--- src/hdl/sfq_pkg.sv ---
package sfq_pkg;

  localparam int DEPTH    = 16;
  localparam int ID_BITS  = 8;
  localparam int KEY_BITS = 16;
  localparam int CNT_W    = $clog2(DEPTH + 1);

  // command codes
  localparam logic [2:0] CMD_APPEND   = 3'd0;
  localparam logic [2:0] CMD_SORTED   = 3'd1;
  localparam logic [2:0] CMD_DEQUEUE  = 3'd2;
  localparam logic [2:0] CMD_REMOVE   = 3'd3;
  localparam logic [2:0] CMD_CONTAINS = 3'd4;

  // status codes
  localparam logic [1:0] ST_OK        = 2'd0;
  localparam logic [1:0] ST_EMPTY     = 2'd1;
  localparam logic [1:0] ST_NOT_FOUND = 2'd2;
  localparam logic [1:0] ST_FULL      = 2'd3;

  typedef struct packed {
    logic [2:0]          cmd;
    logic [ID_BITS-1:0]  node_id;
    logic [KEY_BITS-1:0] node_key;
  } sfq_req_t;

  typedef struct packed {
    logic [1:0]          status;
    logic [ID_BITS-1:0]  out_id;
    logic [KEY_BITS-1:0] out_key;
    logic                found;
  } sfq_rsp_t;

  typedef struct packed {
    logic [ID_BITS-1:0]  id;
    logic [KEY_BITS-1:0] key;
  } sfq_entry_t;

  // broadcast from the controller to every cell
  typedef struct packed {
    logic       insert;     // open a slot (else close one)
    logic       match_key;  // sorted insert: stop at first larger key
    logic       match_id;   // remove / contains: stop at first equal id
    logic       apply;      // commit the shift this cycle
    sfq_entry_t item;       // entry carried by the command
  } sfq_ctrl_t;

endpackage

--- src/hdl/sfq_cell.sv ---
module sfq_cell import sfq_pkg::*; (
  input  logic       clk,
  input  sfq_ctrl_t  ctrl,
  input  logic       valid,
  input  sfq_entry_t left,
  input  sfq_entry_t right,
  input  logic       chain_in,
  output logic       chain_out,
  output sfq_entry_t entry
);

  logic       hit;
  sfq_entry_t entry_next;

  // local match; chain_in says a cell nearer the head already matched
  always_comb begin
    if (ctrl.insert) begin
      hit = !valid || (ctrl.match_key && (entry.key > ctrl.item.key));
    end else begin
      hit = valid && (!ctrl.match_id || (entry.id == ctrl.item.id));
    end
  end

  assign chain_out = chain_in | hit;

  always_comb begin
    entry_next = entry;
    if (ctrl.apply) begin
      if (ctrl.insert) begin
        if (chain_in) begin
          entry_next = left;        // shift toward the tail
        end else if (hit) begin
          entry_next = ctrl.item;   // the new entry lands here
        end
      end else if (chain_out) begin
        entry_next = right;         // close the gap toward the head
      end
    end
  end

  always_ff @(posedge clk) begin
    entry <= entry_next;
  end

endmodule

--- src/hdl/sorted_fifo_queue_engine_unit.sv ---
// Sorted queue of up to DEPTH (id, key) entries in a row of cells, head at cell 0.
//
// Command channel: present req and raise start; the beat is taken at a rising
// edge with start high and busy low. Commands are append at tail, sorted
// insert (after every entry with key less than or equal), dequeue head,
// remove first matching id, and contains.
//
// Result channel: every command yields exactly one result beat on rsp, marked
// by done for one cycle. The receiver cannot stall, so there is no hold-off.
//
// Timing: the command is registered at acceptance, then an execute cycle in
// which every cell compares against the broadcast command and a match bit
// ripples from head to tail through the cells; at the end of that cycle all
// cells shift together and the result is registered. done is high in the
// cycle after that. busy is high during the execute cycle only, so a new
// command is not taken until the previous one has left the execute cycle.
//
// Reset (rst, synchronous, active high) empties the queue and drops any
// result in flight; cell contents are not cleared, as only entries below the
// fill count are ever read.
module sorted_fifo_queue_engine_unit import sfq_pkg::*; (
  input  logic     clk,
  input  logic     rst,
  input  logic     start,
  input  sfq_req_t req,
  output logic     busy,
  output logic     done,
  output sfq_rsp_t rsp
);

  typedef enum logic {
    S_IDLE,
    S_EXEC
  } state_t;

  state_t           state;
  sfq_req_t         cmd_q;
  logic [CNT_W-1:0] count;
  logic [CNT_W-1:0] count_next;
  sfq_rsp_t         rsp_next;

  sfq_ctrl_t  ctrl;
  sfq_entry_t cell_entry [DEPTH];
  logic       chain [DEPTH+1];
  logic       cell_valid [DEPTH];

  logic is_insert;
  logic is_remove;
  logic full;
  logic empty;
  logic found_any;

  assign busy = (state == S_EXEC);

  assign is_insert = (cmd_q.cmd == CMD_APPEND) || (cmd_q.cmd == CMD_SORTED);
  assign is_remove = (cmd_q.cmd == CMD_DEQUEUE) || (cmd_q.cmd == CMD_REMOVE);
  assign full      = (count == CNT_W'(DEPTH));
  assign empty     = (count == '0);
  assign found_any = chain[DEPTH];

  // broadcast the command; apply only in the execute cycle
  always_comb begin
    ctrl.insert    = is_insert;
    ctrl.match_key = (cmd_q.cmd == CMD_SORTED);
    ctrl.match_id  = (cmd_q.cmd == CMD_REMOVE) || (cmd_q.cmd == CMD_CONTAINS);
    ctrl.item.id   = cmd_q.node_id;
    ctrl.item.key  = cmd_q.node_key;
    ctrl.apply     = busy && ((is_insert && !full) ||
                              (is_remove && !empty && found_any));
  end

  assign chain[0] = 1'b0;

  for (genvar i = 0; i < DEPTH; i++) begin : g_cell
    sfq_entry_t left_n;
    sfq_entry_t right_n;

    assign cell_valid[i] = (CNT_W'(i) < count);

    if (i == 0) begin : g_head
      assign left_n = ctrl.item;
    end else begin : g_mid
      assign left_n = cell_entry[i-1];
    end

    if (i == DEPTH - 1) begin : g_tail
      assign right_n = cell_entry[i];
    end else begin : g_body
      assign right_n = cell_entry[i+1];
    end

    sfq_cell u_cell (
      .clk       (clk),
      .ctrl      (ctrl),
      .valid     (cell_valid[i]),
      .left      (left_n),
      .right     (right_n),
      .chain_in  (chain[i]),
      .chain_out (chain[i+1]),
      .entry     (cell_entry[i])
    );
  end

  // result and fill count for the command in execution
  always_comb begin
    rsp_next   = '0;
    count_next = count;
    case (cmd_q.cmd)
      CMD_APPEND, CMD_SORTED: begin
        if (full) begin
          rsp_next.status = ST_FULL;
        end else begin
          count_next = count + 1'b1;
        end
      end
      CMD_DEQUEUE: begin
        if (empty) begin
          rsp_next.status = ST_EMPTY;
        end else begin
          rsp_next.out_id  = cell_entry[0].id;
          rsp_next.out_key = cell_entry[0].key;
          count_next       = count - 1'b1;
        end
      end
      CMD_REMOVE: begin
        if (empty) begin
          rsp_next.status = ST_EMPTY;
        end else if (!found_any) begin
          rsp_next.status = ST_NOT_FOUND;
        end else begin
          count_next = count - 1'b1;
        end
      end
      CMD_CONTAINS: begin
        if (empty) begin
          rsp_next.status = ST_EMPTY;
        end else begin
          rsp_next.found = found_any;
        end
      end
      default: begin
        // unused codes: drop the command, report ok with zero fields
      end
    endcase
  end

  always_ff @(posedge clk) begin
    if (rst) begin
      state <= S_IDLE;
      count <= '0;
      done  <= 1'b0;
    end else begin
      done <= 1'b0;
      case (state)
        S_IDLE: begin
          if (start) begin
            state <= S_EXEC;
          end
        end
        S_EXEC: begin
          // each beat passes through the execute state; the next beat is taken from idle
          count <= count_next;
          done  <= 1'b1;
          state <= S_IDLE;
        end
        default: begin
          state <= S_IDLE;
        end
      endcase
    end
  end

  // payload: hold the command and the result beat
  always_ff @(posedge clk) begin
    if (start && !busy) begin
      cmd_q <= req;
    end
    if (busy) begin
      rsp <= rsp_next;
    end
  end

  a_done_after_exec: assert property (@(posedge clk) disable iff (rst)
    done |-> $past(busy))
    else $error("result beat without an execute cycle");

  a_count_bound: assert property (@(posedge clk) disable iff (rst)
    count <= CNT_W'(DEPTH))
    else $error("fill count beyond depth");

  a_full_holds: assert property (@(posedge clk) disable iff (rst)
    done && (rsp.status == ST_FULL) |-> full)
    else $error("full reported but queue changed");

  a_count_step: assert property (@(posedge clk) disable iff (rst)
    !$past(busy) && !$past(rst) |-> $stable(count))
    else $error("fill count moved outside execute cycle");

endmodule
--- config.mk ---
export PLATFORM = sky130hd
export DESIGN_NAME = sorted_fifo_queue_engine_unit
export DESIGN_NICKNAME = d
export VERILOG_FILES = /design/src/hdl/sfq_pkg.sv /design/src/hdl/sfq_cell.sv /design/src/hdl/sorted_fifo_queue_engine_unit.sv
export SDC_FILE = /design/constraint.sdc
export NUM_CORES = 1
export LEC_CHECK = 0
export BUFFER_PORTS_ARGS = -buffer_cell sky130_fd_sc_hd__buf_4
export CORE_MARGIN = 2
export CORE_UTILIZATION = 50
export CTS_CLUSTER_DIAMETER = 100
export DETAILED_ROUTE_END_ITERATION = 8
export PLACE_DENSITY = 0.66
export REMOVE_ABC_BUFFERS = 1
export SYNTH_ARGS = -nofsm -noshare
export SYNTH_HDL_FRONTEND = slang
export SYNTH_HIERARCHICAL = 1
export SYNTH_SLANG_ARGS = --single-unit
--- constraint.sdc ---
create_clock -name clk -period 16.1 [get_ports clk]
set_input_delay 3.22 -clock clk [delete_from_list [all_inputs] [get_ports clk]]
set_output_delay 3.22 -clock clk [all_outputs]
set_load 0.02 [all_outputs]
==> metrics.txt, run 1 <==
Post-Synthesis Cell Area=30840 um2; DRC=0; DRT iter0 DRCs=1816; setup TNS=0 ns; Slew headroom=16.03%; clk buf depth=3; dpl hpwl=58810 um; cts hold-fix bufs=0; vias in the first global route=23000; vias per cell=5.857; largest net degree at the start of global routing=217; GRT overflow=0; starting utilization of the core area=50.26%; Switching Share=26.51%; IO Count=59; TritonCTS buffer count=51; dpl ws=2.843 ns; Reg power frac=46.1%; FILL cells=5261; WHS Path Cells=1; Most Frequent Cell on Critical Path=o21ai_2; Main synth FF type=edfxtp_1; CTS resizes=0; Fmax=0.07464 GHz; H-tree depth=2; Lkg Pwr=0.01533 uW; DR pass1 iterations=6; layout cells sized above 1=9.852%; CTS tree=yes; port bufs=58; Post-CTS Setup Repair Bufs=0; CP required=16.43 ns; period utilization=83.22%; Yosys reg bits=445; crit path kind=reg2reg; vias=22890; final setup fails=0; Clock Skew=0.02071 ns; most numerous cell in the Yosys netlist=a21oi_1; Layout Area Growth over Synthesis=9.343%; sequential area share after synthesis=43.10%; max_cap viols=0; Yosys top cell by area=edfxtp_1; RSZ-0062 raised after global routing=false; row count=91; die width=252.4 um; slowest stage cell, crit path=or3b_2; Sink Count=445; Synth async-reset ratio=0%; Detail Route Antenna Nets=0; Reg clk slew, reported paths=0.06 ns; minimum clock period=13.40 ns; Total Routing Usage GR=25.45%; worst reg2reg startpoint=cmd_q[25]; Placed Cells=3814; CTS root buf=clkbuf_16; first-pass GRT wire length=128200 um; Worst setup EP type=flop; yosys warns=6; critical path depth=50; routed len/inst=20.82 um; Synth Area per Inst=10.09 um2; Largest stage delay, worst path=0.56 ns; power after layout=2904 uW; final wirelength=81380 um; GP Congestion=0.8762; core footprint=61370 um2; Slew Viols, Final=0; top cells by area, synth=edfxtp_1 (43%), mux2i_1 (12%), ha_1 (11%); area share of the largest cell type after synthesis=42.65%; top cells by count, synth=a21oi_1 (499), edfxtp_1 (438), nor2_1 (393); Die Span Y=252.4 um; clock share of power=39.0%; Worst Hold Launch=g_cell[0].u_cell/entry[17]; Non-Filler Instances=3909; HP Class=reg2reg; status=complete, no violations; reg2reg setup slack=2.70 ns; Yosys cell types=45; final setup margin=2.702 ns; Final Net Count=3366; initial antenna violation count=3; WP buf/inv=8; Switch Pwr=769.6 uW; WHS Endpoint=rsp[18]; clock latency on the worst-skew pair=0.59 ns; crit path launch type=flop; Mapped Cells=3057; FF-to-FF End=g_cell[15].u_cell/entry[7]; Max VDD drop=0.00008610 V; die area=63690 um2; Worst Reg-to-Reg Cells=50; final hold violations=0; Top Family by Delay on Critical Path=compound AO/OA/AOI/OAI gates; Gate power share=14.8%; Pint=2134 uW; Crit path arrival time=13.72 ns; Critical Path Fanout Max=32; P per Cell Area=86.10 nW/um2; EDFF count, synth=438; Slew @ Worst Pin=1.260 ns
==> layout by cell type, fill, tap and decap left out, types with 3 or more instances in the layout <==
cell       count
clkbuf_16     55
nor4_2        31
nor2_1       392
nor3_1         3
xnor2_1      131
dfxtp_1        7
inv_1        279
o21ai_0       40
a21o_1        19
diode_2        3
nor3b_1       16
o22ai_2       15
nand4_1       67
a21boi_2      16
a211oi_1      16
o21ai_2       17
o21ai_1       31
nor2b_1       51
edfxtp_1     438
mux2i_1      385
nand4_2       30
clkbuf_1      15
buf_4        120
nand3_1       35
ha_1         259
clkinv_1       8
clkinv_2       9
nand2_1       61
and2_1        41
a21oi_1      499
==> per-stage QoR <==
stage	hold slack [ns]	util, %	area (um2)
2_1_floorplan	0.5488	-	30180
3_3_place_gp	0.5808	52.33	32110
3_5_place_dp	0.5989	52.33	32110
4_1_cts	0.5955	54.94	33720
5_1_grt	0.6317	54.94	33720
6_report	0.6011	54.95	33720
==> cell families after synthesis <==
| family | share of synthesized area, % |
|---|---|
| other cells | 0.01216 |
| flops | 43.10 |
| compound gates | 12.04 |
| simple gates | 12.51 |
| buf+inv | 5.542 |
| mux | 12.57 |
| xor+xnor | 3.720 |
| fa+ha+maj | 10.51 |
==> final cells by class <==
cell class	count	area, um2	share of cell area (%)
clock buffer	72	1460	4.330
sequential	445	13290	39.42
multi-input combinational	2179	15860	47.04
timing repair buffer	121	920.9	2.731
antenna	3	7.507	0.02226
clock inverter	20	143.9	0.4267
inverter	279	1047	3.105
tap	790	988.4	2.931
==> worst max path at each step <==
| stage | from | end | slack [ns] |
|---|---|---|---|
| CTS | cmd_q[25] | g_cell[15].u_cell/entry[6] | 2.77 |
| floorplan | cmd_q[25] | g_cell[9].u_cell/entry[0] | -30.93 |
| global route | cmd_q[25] | g_cell[15].u_cell/entry[6] | 1.67 |
| finish | cmd_q[25] | g_cell[15].u_cell/entry[7] | 2.70 |
| detailed placement | cmd_q[25] | g_cell[15].u_cell/entry[9] | 2.84 |
| global placement | cmd_q[25] | g_cell[15].u_cell/entry[4] | 3.42 |
==> flip-flops by register name (all words and copies together), names as in the netlist <==
name and count:
busy 1, cmd_q 27, count 5, done 1, g_cell.u_cell/entry 384, rsp 27
==> metal layers <==
layer / track usage (%) / vias to the layer above / wire length (um)
met3: 3.120 / 194 / 4276
met2: 42.67 / 660 / 38670
li1: - / 11060 / -
met4: 10.11 / 0 / 3341
met5: 0 / - / 0
met1: 33.59 / 10990 / 35090
==> power groups by stage <==
stage,registers [uW],clock network (uW),logic (uW)
finish,1340,1130,430
global route,1340,1200,475
CTS,1340,1150,427
detailed placement,1360,0,426
global placement,1360,0,410
floorplan,1390,0,360
Power figures use the tool's default switching activity.
==> run 2, diff against run 1 <==
==> constraint.sdc (replaced) <==
create_clock -name clk -period 12.46 [get_ports clk]
set_input_delay 2.492 -clock clk [delete_from_list [all_inputs] [get_ports clk]]
set_output_delay 2.492 -clock clk [all_outputs]
set_load 0.02 [all_outputs]
==> run 2 against run 1 <==
Non-clock buffer count increased by 11; hold slack improved by 0.017 ns; die area unchanged; highest routed layer unchanged; clock-buffer cell count decreased by 11.
==> metrics.txt, run 2 (same netlist as run 1, synthesis figures left out) <==
status=complete, no violations; initial antenna violation count=2; reg2reg setup slack=0.85 ns; slowest stage cell, crit path=or3b_2; Sink Count=445; P per Cell Area=113.1 nW/um2; GP Congestion=0.9306; Slew @ Worst Pin=1.337 ns; Largest stage delay, worst path=0.56 ns; WHS Path Cells=1; Worst Reg-to-Reg Cells=47; Reg clk slew, reported paths=0.06 ns; max FFs per register=384; HP Class=reg2reg; Critical Path Fanout Max=25; Crit path arrival time=11.86 ns; commonest cells after routing, fill and taps aside=a21oi_1 (499), edfxtp_1 (438), nor2_1 (392); crit path launch type=flop; Layout Area Growth over Synthesis=10.18%; vias per cell=6.088; period utilization=93.17%; Non-Filler Instances=3917; Clock Skew=0.03498 ns; crit path kind=reg2reg; layout cells sized above 1=10.78%; Worst setup EP type=flop; most common cell after layout, fill and taps aside=a21oi_1; routed len/inst=23.47 um; Placed Cells=3825; final wirelength=91950 um; CTS root buf=clkbuf_16; CTS tree=yes; IO Count=59; Fmax=0.08614 GHz; TritonCTS buffer count=50; die width=252.4 um; WP buf/inv=5; Top reg by flops=g_cell.u_cell/entry; final setup fails=0; starting utilization of the core area=50.26%; Most Frequent Cell on Critical Path=o21ai_2; H-tree depth=2; Lkg Pwr=0.01541 uW; worst reg2reg startpoint=cmd_q[25]; dpl hpwl=68050 um; CP startpoint=cmd_q[25]; DRT iter0 DRCs=1930; vias in the first global route=24130; port bufs=58; minimum clock period=11.61 ns; Max VDD drop=0.0001021 V; clk buf depth=3; Total Routing Usage GR=28.49%; DR pass1 iterations=6; clock latency on the worst-skew pair=0.62 ns; Detail Route Antenna Nets=0; biggest regs=g_cell.u_cell/entry: 384 flops, cmd_q: 27 flops, rsp: 27 flops; FF-to-FF End=g_cell[15].u_cell/entry[4]; GRT overflow=0; Antenna diodes=0; Top Family by Delay on Critical Path=compound AO/OA/AOI/OAI gates; DRC=0; Post-Route Utilization=55.37%; final non-filler cell area=33980 um2; DP Area=32180 um2; Final Net Count=3376; Die Span Y=252.4 um; WHS Endpoint=rsp[7]; CP required=12.71 ns; FILL cells=5214; first-pass GRT wire length=138900 um; Worst Hold Launch=g_cell[0].u_cell/entry[6]; Slew Viols, Final=0; die area=63690 um2; largest net degree at the start of global routing=121; row count=91; max_cap viols=0; core footprint=61370 um2; final hold violations=0; vias=23850; Slew headroom=10.87%; cts hold-fix bufs=0
[run 2: changes by cell type in the layout (fill, tap and decap cells not counted), sizes merged]
cell / previous run / this run
inv: 279 / 281
clkinv: 18 / 20
clkinvlp: 0 / 2
buf: 121 / 132
diode: 3 / 0
bufinv: 2 / 7
clkbuf: 72 / 61
[run 2: power by group]
group          switching (uW)  internal, uW  total [uW]
combinational             371           211         582
clock                     634           893        1530
sequential               37.4          1700        1740
[run 2: how the worst max path moves through the flow]
stage / cells past startpoint / end / slack, ns
detailed placement: 47 / g_cell[15].u_cell/entry[10] / -0.29
CTS: 47 / g_cell[9].u_cell/entry[4] / 0.02
global route: 47 / g_cell[10].u_cell/entry[19] / -0.02
global placement: 47 / g_cell[15].u_cell/entry[15] / 0.05
finish: 47 / g_cell[15].u_cell/entry[4] / 0.85
floorplan: 41 / g_cell[9].u_cell/entry[0] / -34.57
[run 2: cell type report]
class	instances	area [um2]	area share (%)
clock buffers	61	1313	3.862
multi-input cells	2179	16010	47.11
inverters	279	1047	3.082
repair buffers	132	991.0	2.916
well taps	790	988.4	2.909
clock inverters	31	342.8	1.009
flip-flops and latches	445	13290	39.12
[run 2: metal layers]
metal | share of wire, % | global-route usage (%) | wire (um)
met4 | 4.2 | 12.41 | 3873
met5 | 0 | 0 | 0
met2 | 50 | 49.91 | 45550
met1 | 40 | 35.24 | 36890
met3 | 6.1 | 3.666 | 5631
[run 2: what timing repair did]
item | CTS | global route
hold endpoints to repair | 0 | 0
setup endpoints to repair | 360 | 386
setup buffers | 0 | 0
gates resized for setup | 12 | 12
[run 2: metrics by stage]
stage                     power (uW)  setup TNS, ns  worst slack, ns  hold slack (ns)
after floorplan                 2256              -           -34.57           0.5488
after global placement          2311              0          0.04935           0.5925
after detailed placement        2333         -58.85          -0.2913           0.6019
after CTS                       3859              0          0.02383           0.6165
after global routing            3973        -0.8574         -0.02445           0.6416
final                           3844              0           0.8515           0.6183
